### config.mk
export PLATFORM = sky130hd
export DESIGN_NAME = scrolling_text_window
export DESIGN_NICKNAME = d
export VERILOG_FILES = /design/src/rtl/stw_pkg.sv /design/src/rtl/scrolling_text_window.sv
export SDC_FILE = /design/constraint.sdc
export NUM_CORES = 1
export LEC_CHECK = 0
export ABC_CLOCK_PERIOD_IN_PS = 5110
export CAP_MARGIN = 20
export CORE_MARGIN = 3
export CORE_UTILIZATION = 55
export DETAILED_ROUTE_END_ITERATION = 12
export DONT_BUFFER_PORTS = 1
export PLACE_DENSITY = 0.79
export SLEW_MARGIN = 20
export SYNTH_ARGS = -nofsm -noshare
export SYNTH_HDL_FRONTEND = slang
export SYNTH_SLANG_ARGS = --single-unit
### constraint.sdc
create_clock -name clk -period 5.11 [get_ports clk]
set_clock_uncertainty 0.15 [all_clocks]
set_input_delay 0.2555 -clock clk [delete_from_list [all_inputs] [get_ports clk]]
set_output_delay 0.2555 -clock clk [all_outputs]
set_load 0.005 [all_outputs]
### src/rtl/stw_pkg.sv
// Shared constants for the scrolling text window: opcodes, register indexes,
// window geometry and delay limits.
// No dependencies.
package stw_pkg;

  // Default character store depth
  localparam int TEXT_MAX_DEF = 64;

  // Window geometry (window_pos is a 4-bit field, so the window is fixed at 16)
  localparam int WINDOW_WIDTH = 16;
  localparam int WIN_W        = $clog2(WINDOW_WIDTH);

  // Delay limits and reset values
  localparam logic [9:0] DELAY_MAX    = 10'd800;
  localparam logic [9:0] STEP_DEFAULT = 10'd10;

  localparam logic [7:0] SPACE_CHAR = 8'h20;

  // Item opcodes
  localparam logic [2:0] OP_LOAD    = 3'd0;
  localparam logic [2:0] OP_RESTART = 3'd1;
  localparam logic [2:0] OP_SHOW    = 3'd2;
  localparam logic [2:0] OP_STEP    = 3'd3;
  localparam logic [2:0] OP_FASTER  = 3'd4;
  localparam logic [2:0] OP_SLOWER  = 3'd5;

  // Configuration register indexes
  localparam logic [2:0] REG_TEXT_CHARS     = 3'd0;
  localparam logic [2:0] REG_PAD_SPACES     = 3'd1;
  localparam logic [2:0] REG_SCROLL_FORWARD = 3'd2;
  localparam logic [2:0] REG_INITIAL_DELAY  = 3'd3;
  localparam logic [2:0] REG_SPEED_STEP     = 3'd4;

  // Result kinds
  localparam logic RESULT_WINDOW = 1'b0;
  localparam logic RESULT_DELAY  = 1'b1;

endpackage

### src/rtl/scrolling_text_window.sv
// Scrolling text window: load, restart and ignored opcodes hold the input for 1 cycle and give
// no beat. Faster/slower: REPORT registers the report beat once the output is free; the input
// stalls until then. Show/step: REDUCE subtracts the length k times, k = index div length (0
// unless the index is stale, at most 127); EMIT then gives 16 window beats at one per cycle
// while the output does not stall. The input stalls until the last beat is registered.
// Reset (synchronous) clears index and delay, restores register defaults; store is not cleared.
// Depends on stw_pkg.
module scrolling_text_window #(
  parameter int TEXT_MAX = stw_pkg::TEXT_MAX_DEF
) (
  input  logic       clk,
  input  logic       rst,
  // configuration write port
  input  logic       cfg_we,
  input  logic [2:0] cfg_index,
  input  logic [9:0] cfg_data,
  // input channel
  input  logic       in_valid,
  output logic       in_stall,
  input  logic [2:0] opcode,
  input  logic [5:0] load_pos,
  input  logic [7:0] load_char,
  // output channel
  output logic       out_valid,
  input  logic       out_stall,
  output logic       result_kind,
  output logic [7:0] window_char,
  output logic [3:0] window_pos,
  output logic       last,
  output logic [9:0] delay_ms,
  output logic       delay_ok
);

  localparam int AW = (TEXT_MAX > 1) ? $clog2(TEXT_MAX) : 1;
  // text length usable from the 7-bit register, capped by the store depth
  localparam logic [7:0] TEXT_CAP = (TEXT_MAX > 127) ? 8'd127 : 8'(TEXT_MAX);

  typedef enum logic [1:0] {IDLE, REDUCE, EMIT, REPORT} state_t;

  state_t      state;
  logic [6:0]  text_chars;
  logic [3:0]  pad_spaces;
  logic        scroll_forward;
  logic [9:0]  speed_step;
  logic [6:0]  scroll_index;
  logic [9:0]  scroll_delay;
  logic        pend_ok;
  logic [7:0]  text_pos;
  logic [stw_pkg::WIN_W-1:0] beat_cnt;

  logic [7:0]  char_store [TEXT_MAX];

  logic        in_take;
  logic        out_free;
  logic [7:0]  used_len;
  logic [7:0]  total_len;
  logic [7:0]  unit_in;
  logic        unit_ge;
  logic [7:0]  unit_out;
  logic [6:0]  step_index;
  logic [7:0]  idx_inc;
  logic [10:0] delay_sum;
  logic        slow_over;
  logic        fast_under;
  logic        is_text;
  logic        last_beat;
  logic [AW-1:0] rd_addr;

  assign in_take  = in_valid && !in_stall;
  assign out_free = !out_valid || !out_stall;
  assign in_stall = (state != IDLE);

  // Lengths of the text and of text plus padding
  assign used_len  = ({1'b0, text_chars} > TEXT_CAP) ? TEXT_CAP : {1'b0, text_chars};
  assign total_len = used_len + {4'd0, pad_spaces};

  // Shared wrap unit: reduces the start position, then advances it per beat
  assign unit_in  = (state == EMIT) ? text_pos + 8'd1 : text_pos;
  assign unit_ge  = (unit_in >= total_len);
  assign unit_out = unit_ge ? unit_in - total_len : unit_in;

  // Next scroll index for a step item
  assign idx_inc = {1'b0, scroll_index} + 8'd1;
  always_comb begin
    if (total_len == 8'd0) begin
      step_index = 7'd0;
    end else if (scroll_forward) begin
      step_index = (idx_inc >= total_len) ? 7'd0 : idx_inc[6:0];
    end else if ((scroll_index == 7'd0) || ({1'b0, scroll_index} >= total_len)) begin
      step_index = 7'(total_len - 8'd1);
    end else begin
      step_index = scroll_index - 7'd1;
    end
  end

  // Delay adjustment checks
  assign delay_sum  = {1'b0, scroll_delay} + {1'b0, speed_step};
  assign slow_over  = (delay_sum > {1'b0, stw_pkg::DELAY_MAX});
  assign fast_under = (scroll_delay < speed_step);

  // Window character lookup
  assign is_text   = (text_pos < used_len);
  assign rd_addr   = AW'(text_pos);
  assign last_beat = (beat_cnt == stw_pkg::WIN_W'(stw_pkg::WINDOW_WIDTH - 1));

  // Character store writes
  always_ff @(posedge clk) begin
    if (in_take && (opcode == stw_pkg::OP_LOAD) && (32'(load_pos) < TEXT_MAX)) begin
      char_store[AW'(load_pos)] <= load_char;
    end
  end

  // Sequencer, state registers and output register
  always_ff @(posedge clk) begin
    if (rst) begin
      state          <= IDLE;
      out_valid      <= 1'b0;
      text_chars     <= 7'd0;
      pad_spaces     <= 4'd0;
      scroll_forward <= 1'b1;
      speed_step     <= stw_pkg::STEP_DEFAULT;
      scroll_index   <= 7'd0;
      scroll_delay   <= 10'd0;
    end else begin
      if (out_valid && !out_stall) begin
        out_valid <= 1'b0;
      end

      case (state)
        IDLE: begin
          if (in_take) begin
            case (opcode)
              stw_pkg::OP_RESTART: begin
                scroll_index <= 7'd0;
              end
              stw_pkg::OP_SHOW: begin
                text_pos <= {1'b0, scroll_index};
                state    <= REDUCE;
              end
              stw_pkg::OP_STEP: begin
                scroll_index <= step_index;
                text_pos     <= {1'b0, step_index};
                state        <= REDUCE;
              end
              stw_pkg::OP_FASTER: begin
                scroll_delay <= fast_under ? 10'd0 : scroll_delay - speed_step;
                pend_ok      <= !fast_under;
                state        <= REPORT;
              end
              stw_pkg::OP_SLOWER: begin
                scroll_delay <= slow_over ? stw_pkg::DELAY_MAX : delay_sum[9:0];
                pend_ok      <= !slow_over;
                state        <= REPORT;
              end
              default: begin
              end
            endcase
          end
        end

        // bring the start position below the total length
        REDUCE: begin
          if (unit_ge && (total_len != 8'd0)) begin
            text_pos <= unit_out;
          end else begin
            beat_cnt <= '0;
            state    <= EMIT;
          end
        end

        // one window character per beat
        EMIT: begin
          if (out_free) begin
            out_valid   <= 1'b1;
            result_kind <= stw_pkg::RESULT_WINDOW;
            window_char <= is_text ? char_store[rd_addr] : stw_pkg::SPACE_CHAR;
            window_pos  <= 4'(beat_cnt);
            last        <= last_beat;
            delay_ms    <= 10'd0;
            delay_ok    <= 1'b0;
            text_pos    <= unit_out;
            beat_cnt    <= beat_cnt + 1'b1;
            if (last_beat) begin
              state <= IDLE;
            end
          end
        end

        REPORT: begin
          if (out_free) begin
            out_valid   <= 1'b1;
            result_kind <= stw_pkg::RESULT_DELAY;
            window_char <= 8'd0;
            window_pos  <= 4'd0;
            last        <= 1'b1;
            delay_ms    <= scroll_delay;
            delay_ok    <= pend_ok;
            state       <= IDLE;
          end
        end

        default: begin
          state <= IDLE;
        end
      endcase

      // configuration writes
      if (cfg_we) begin
        case (cfg_index)
          stw_pkg::REG_TEXT_CHARS:     text_chars     <= cfg_data[6:0];
          stw_pkg::REG_PAD_SPACES:     pad_spaces     <= cfg_data[3:0];
          stw_pkg::REG_SCROLL_FORWARD: scroll_forward <= cfg_data[0];
          stw_pkg::REG_INITIAL_DELAY: begin
            scroll_delay <= (cfg_data > stw_pkg::DELAY_MAX) ? stw_pkg::DELAY_MAX : cfg_data;
          end
          stw_pkg::REG_SPEED_STEP:     speed_step     <= cfg_data;
          default: begin
          end
        endcase
      end
    end
  end

  // Checks
  a_delay_range: assert property (@(posedge clk) disable iff (rst)
    scroll_delay <= stw_pkg::DELAY_MAX)
    else $error("scroll delay above limit");

  a_window_last: assert property (@(posedge clk) disable iff (rst)
    out_valid && (result_kind == stw_pkg::RESULT_WINDOW) |->
      (last == (window_pos == 4'(stw_pkg::WINDOW_WIDTH - 1))))
    else $error("window last flag not on final position");

  a_report_fields: assert property (@(posedge clk) disable iff (rst)
    out_valid && (result_kind == stw_pkg::RESULT_DELAY) |->
      last && (window_char == 8'd0) && (window_pos == 4'd0))
    else $error("delay report carries window fields");

  a_step_index: assert property (@(posedge clk) disable iff (rst)
    $past(in_take && (opcode == stw_pkg::OP_STEP)) && !$past(cfg_we) &&
      (total_len != 8'd0) && (total_len <= 8'd128) |->
      ({1'b0, scroll_index} < total_len))
    else $error("scroll index not below length after step");

endmodule
==> results.txt, run 1 <==
outcome - complete, no violations
first-pass GRT wire length - 96.92 mm
Place WS - 0.08022 ns
Synth Cell Area - 26220 µm²
fill cell count - 3137
std cell rows - 79
Ports - 62
CP endpoint kind - flip-flop
Tcrit/Tclk final - 96.15%
Clk pin slew, worst setup/hold paths - 0.07 ns
synthesized area per cell - 16.88 µm²
Synth area leader - edfxtp_1
# H-tree levels - 2
Nets - 1729
Crit path largest cell delay - 0.40 ns
drt pass-1 iters - 8
Final WS setup - 0.1968 ns
Clock Tree Root - clkbuf_16
remaining antenna violation count - 0
crit path max fanout - 6
Synth cell types - 94
drt wl/cell - 28.09 µm
setup_tns - 0 ns
final core utilization - 63.48%
die footprint - 50330 µm²
Synth top cells by count - 550 x edfxtp_1, 168 x mux4_2, 121 x nor2_1
growth of design area from synthesis to finish - 13.44%
Die Wd - 224.3 µm
Synth area leaders - edfxtp_1 63%, mux4_2 14%, dfxtp_1 3.7%
Synth top area share - 62.99%
Max clock buf depth - 3
routability cong. - 0.9109
max cap viols - 0
TritonCTS buffer count - 57
Max VDD drop - 0.0003961 V
ant diodes - 0
sequential element share of the synthesized area - 66.65%
Startpoint Class - flip-flop
PortBufs - 0
Routed WL - 64.22 mm
CP Data Required Time - 5.28 ns
Most used DFF post-synth - edfxtp_1
Final min period - 4.913 ns
WS Path Type - reg2reg
CP cell instances - and2b_2 -> ha_2 -> fa_2 -> nand3_2 -> nand2_2 -> xnor2_2 -> inv_2 -> ha_1 -> a21o_1 -> a31oi_2 -> buf_4 -> a211oi_2 -> nor2_2 -> nor2_1 -> a21oi_1 -> ha_2 -> nand2_1 -> o21bai_2 -> or4_1 -> o2111ai_1 -> o311ai_2 -> a221oi_1 -> a21oi_1
Post-synth ARST share - 0%
largest net degree at the start of global routing - 65
area of the core - 46850 µm²
Final Power - 14220 µW
DRC violations left - 0
final hold slack - 0.05764 ns
Max Freq - 0.2035 GHz
CTS sink cnt - 598
routed vias - 14900
Syn. warnings - 0
Post-Synthesis Cells - 1553
R2R setup slack - 0.20 ns
gr ovfl total - 0
GRT Overall Usage - 25.88%
initial antenna violation count - 1
vias in the first global route - 15120
Slew Viols, Final - 0
die height - 224.3 µm
clk_lat worst skew - 0.64 ns
crit path max-delay cell type - fa_2
Setup-failing EPs final - 0
CTS tree - yes
Worst Max-Slew Pin Slew - 1.085 ns
Seq cells post-synth - 598
Arr. time, crit path - 5.08 ns
HP Class - in2reg
Post-DP HPWL - 38.05 mm
share of layout cells above drive strength 1 - 20.61%
Post-synth EDFFs - 550
via/cell ratio - 6.517
P_leak - 0.009700 µW
most common cell in the netlist - edfxtp_1
drt initial violations - 2019
Starting Density - 55.96%
Slew headroom - 27.11%
Power Density - 478.1 nW/µm²
final hold viol count - 0
-- cells in the final DEF, fill, tap and decap left out, types with 21 or more instances in the layout --
cell type / n
nor2b_1: 23
xnor2_1: 26
nand2_1: 80
clkbuf_16: 58
nor2_1: 120
nor3_1: 25
dfxtp_1: 45
ha_1: 55
inv_1: 51
dlygate4sd3_1: 49
o21ai_0: 21
edfxtp_1: 550
mux4_2: 168
a21oi_1: 62
-- where the power goes --
| group | switching [µW] | internal (µW) | leakage (µW) |
|---|---|---|---|
| clock network | 1880 | 2650 | 0.000963 |
| logic | 1910 | 1970 | 0.00339 |
| registers | 312 | 5500 | 0.00535 |
| total | 4110 | 10100 | 0.00970 |
-- sequential cells by signal, summed over array words and instances (netlist names), named ones only --
| signal | flops |
|---|---|
| char_store | 512 |
| delay_ms | 10 |
| scroll_delay | 10 |
| speed_step | 10 |
| text_pos | 8 |
| window_char | 8 |
| scroll_index | 7 |
| text_chars | 7 |
| beat_cnt | 4 |
| pad_spaces | 4 |
| window_pos | 4 |
| state | 2 |
| delay_ok | 1 |
| last | 1 |
| out_valid | 1 |
| pend_ok | 1 |
| result_kind | 1 |
| scroll_forward | 1 |
-- logic make-up (layout without fill, tap and decap cells) --
| group | Yosys count | in the layout | share of synthesized area, % |
|---|---|---|---|
| xor+xnor | 36 | 36 | 1.231 |
| simple gates | 346 | 346 | 6.299 |
| other cells | 1 | 2 | 0.01430 |
| fa+ha+maj | 65 | 65 | 3.197 |
| mux | 191 | 191 | 15.39 |
| flops | 598 | 598 | 66.65 |
| buf+inv | 117 | 242 | 1.842 |
| compound gates | 199 | 199 | 5.373 |
-- what timing repair did --
action	4_1_cts	5_1_grt
endpoints found under the setup margin	0	3
hold endpoints to repair	575	0
hold buffers	58	0
setup buffers	0	1
resized for setup	0	19
-- final cells by class --
| type | count | area [µm²] | area share, % |
|---|---|---|---|
| Timing Repair Buffer | 82 | 960.9 | 3.231 |
| Clock inverter | 38 | 514.2 | 1.729 |
| Sequential cell | 598 | 17490 | 58.79 |
| Clock buffer | 69 | 1493 | 5.019 |
| Tap cell | 607 | 759.5 | 2.553 |
| Inverter | 53 | 198.9 | 0.6689 |
| Multi-Input combinational cell | 839 | 8332 | 28.01 |
-- critical path, delay by kind of cell (launching register included) --
family,cells,cell delay [ns]
AO/OA/AOI/OAI,9,1.37
adder cells (fa/ha/maj),4,1.11
AND/OR/NAND/NOR,7,1.21
XOR/XNOR,1,0.21
buffers and inverters,2,0.24
flip-flops,1,0.33
-- per-layer routing --
layer | routed length (µm) | share of wire [%] | track usage [%] | up-vias
li1 | - | - | - | 6348
met1 | 24180 | 38 | 34.77 | 7550
met2 | 32050 | 50 | 43.14 | 837
met3 | 5954 | 9.3 | 5.690 | 162
met4 | 2021 | 3.1 | 7.812 | 2
met5 | 13 | 0.020 | 0 | -
-- per-stage QoR --
stage | cells | cell area [µm²]
2_1_floorplan | 1554 | 26230
3_3_place_gp | 2120 | 26940
5_1_grt | 2286 | 29740
6_report | 2286 | 29740
4_1_cts | 2285 | 29680
3_5_place_dp | 2120 | 26940
-- worst paths after layout --
check                start               to  depth (start not counted)
max          text_chars[6]      text_pos[6]                         23
min              opcode[0]  scroll_index[6]                          4
max reg2reg  text_chars[6]      text_pos[6]                         23
min reg2reg  text_chars[3]    text_chars[3]                          2
Power figures use the tool's default switching activity.
==> inputs of run 2 (changes only) <==
--- a/config.mk
+++ b/config.mk
@@ -7,11 +7,13 @@
 export LEC_CHECK = 0
 export ABC_CLOCK_PERIOD_IN_PS = 5110
 export CAP_MARGIN = 20
+export CELL_PAD_IN_SITES_DETAIL_PLACEMENT = 0
+export CELL_PAD_IN_SITES_GLOBAL_PLACEMENT = 1
 export CORE_MARGIN = 3
-export CORE_UTILIZATION = 55
+export CORE_UTILIZATION = 50
 export DETAILED_ROUTE_END_ITERATION = 12
 export DONT_BUFFER_PORTS = 1
-export PLACE_DENSITY = 0.79
+export PLACE_DENSITY = 0.82
 export SLEW_MARGIN = 20
 export SYNTH_ARGS = -nofsm -noshare
 export SYNTH_HDL_FRONTEND = slang
==> results.txt, run 2 (same netlist as run 1, synthesis figures left out) <==
outcome - complete, no violations
P_leak - 0.009553 µW
Final Power - 13880 µW
largest net degree at the start of global routing - 65
HP Class - in2reg
clk_lat worst skew - 0.63 ns
CP endpoint kind - flip-flop
Reg with most FFs - char_store
die footprint - 55230 µm²
die height - 235 µm
drt wl/cell - 26.59 µm
Starting Density - 50.80%
WS Path Type - reg2reg
internal power - 9848 µW
FF-to-FF End - text_pos[6]
DRC violations left - 0
Max clock buf depth - 3
CP startpoint - text_chars[6]
Psw - 4033 µW
area of the core - 51610 µm²
max cap viols - 0
CTS sink cnt - 598
growth of design area from synthesis to finish - 12.88%
gr ovfl total - 0
CTS tree - yes
# H-tree levels - 2
Die Wd - 235 µm
Clk pin slew, worst setup/hold paths - 0.06 ns
combinational power share - 27.6%
drt initial violations - 1365
Post-DP HPWL - 38.58 mm
PortBufs - 0
std cell rows - 83
via/cell ratio - 6.159
reg2reg start - text_chars[6]
first-pass GRT wire length - 94.16 mm
Flop pwr share - 41.9%
Startpoint Class - flip-flop
Nets - 1719
Post-Place Cell Area - 27000 µm²
commonest non-fill, non-tap cell in the layout - edfxtp_1
grt met3 use - 4.319%
CP Data Required Time - 5.30 ns
Ports - 62
Worst Max-Slew Pin Slew - 0.8986 ns
Most Used Layer, Global Route - met2
Power Density - 469.0 nW/µm²
R2R setup slack - 0.29 ns
TritonCTS buffer count - 57
routed vias - 14440
final hold viol count - 0
WHS Path Cells - 3
Slew Viols, Final - 0
most frequent cells in the layout - 550 x edfxtp_1, 168 x mux4_2, 120 x nor2_1
initial antenna violation count - 2
worst r2r path cells - 24
clock network fraction of total power - 30.5%
final hold slack - 0.03080 ns
routability cong. - 0.8814
Max Freq - 0.2073 GHz
Arr. time, crit path - 5.02 ns
Clock Tree Root - clkbuf_16
hold endpoint - speed_step[4]
number of flip-flops in the largest register - 512
crit path max fanout - 6
drt pass-1 iters - 5
Setup-failing EPs final - 0
Tcrit/Tclk final - 94.39%
vias in the first global route - 14800
remaining antenna violation count - 0
Slew headroom - 39.63%
Max VDD drop - 0.0003566 V
grt met1 use - 30.17%
Final Instance Area - 29600 µm²
Final min period - 4.823 ns
GRT met2 Usage - 37.93%
GRT Overall Usage - 22.49%
Sw Ratio - 29.05%
Routed WL - 62.36 mm
Worst Hold Launch - cfg_index[2]
share of layout cells above drive strength 1 - 20.61%
run 2: cell count changes in the layout (fill, tap and decap cells not counted), moves of 2 or more:
cell and delta:
bufinv_16 -4, dlygate4sd3_1 -11, nand2_1 -3, nand2_2 +3
clkinvlp_4 -2, ha_4 +2, buf_4 +2, clkinv_1 +3
run 2: power groups by stage:
stage / Sequential, µW / Combinational (µW) / Clock, µW
after global routing: 5860 / 4070 / 4470
after detailed placement: 5930 / 3690 / 0
after floorplan: 5650 / 2860 / 0
after global placement: 5930 / 3650 / 0
after CTS: 5830 / 3840 / 4280
final: 5820 / 3840 / 4230
run 2: worst max path at each step:
stage	to	slack (ns)	cells after the start
after floorplan	text_pos[6]	0.05	21
after global placement	text_pos[6]	0.10	22
after detailed placement	text_pos[6]	-0.007	22
after CTS	text_pos[6]	0.01	23
after global routing	text_pos[6]	-0.03	25
final	text_pos[6]	0.29	24
run 2: metrics by stage:
stage,setup slack [ns],utilization [%],setup TNS (ns),cells
detailed placement,-0.006728,52.31,-0.006728,2190
global route,-0.02713,57.34,-0.02713,2344
floorplan,0.04668,-,0,1554
finish,0.2865,57.35,0,2345
CTS,0.01161,57.07,0,2339
global placement,0.1010,52.31,0,2190
run 2: critical path: stages, from the launching register on:
cell	delay, ns
dfxtp_1	0.33
buf_4	0.14
clkinvlp_4	0.15
nand2_2	0.10
inv_1	0.08
fa_2	0.38
nand3_2	0.12
nand2_2	0.08
xnor2_2	0.22
inv_2	0.10
ha_4	0.28
a21o_1	0.12
a31oi_2	0.05
buf_4	0.17
a211oi_4	0.31
nor2_4	0.09
a21oi_1	0.18
ha_2	0.21
nand2_1	0.07
o21bai_2	0.21
or4_1	0.40
o2111ai_1	0.11
o311ai_2	0.16
a221oi_1	0.26
a21oi_1	0.07
run 2: area by class of cell:
| cell class | count | area, µm² |
|---|---|---|
| Fill cell | 3777 | 22010 |
| Sequential cell | 598 | 17490 |
| Multi-Input combinational cell | 839 | 8374 |
| Clock buffer | 68 | 1468 |
| Tap cell | 680 | 850.8 |
| Timing Repair Buffer | 72 | 845.8 |
| Clock inverter | 34 | 369.1 |
| Inverter | 53 | 202.7 |
| Antenna cell | 1 | 2.502 |
run 2: layer usage:
metal / routed length, µm / share of wire (%) / up-vias
met1: 24860 / 40 / 7372
met3: 4532 / 7.3 / 112
li1: - / - / 6334
met2: 31400 / 50 / 622
met5: 13 / 0.021 / -
met4: 1558 / 2.5 / 2
run 2: repair_timing:
| item | CTS | global route |
|---|---|---|
| setup endpoints to repair | 1 | 8 |
| pin swaps | 0 | 8 |
| hold endpoints to repair | 585 | 0 |
| buffers inserted | 0 | 5 |
| hold buffers | 47 | 0 |
| resized for setup | 1 | 25 |
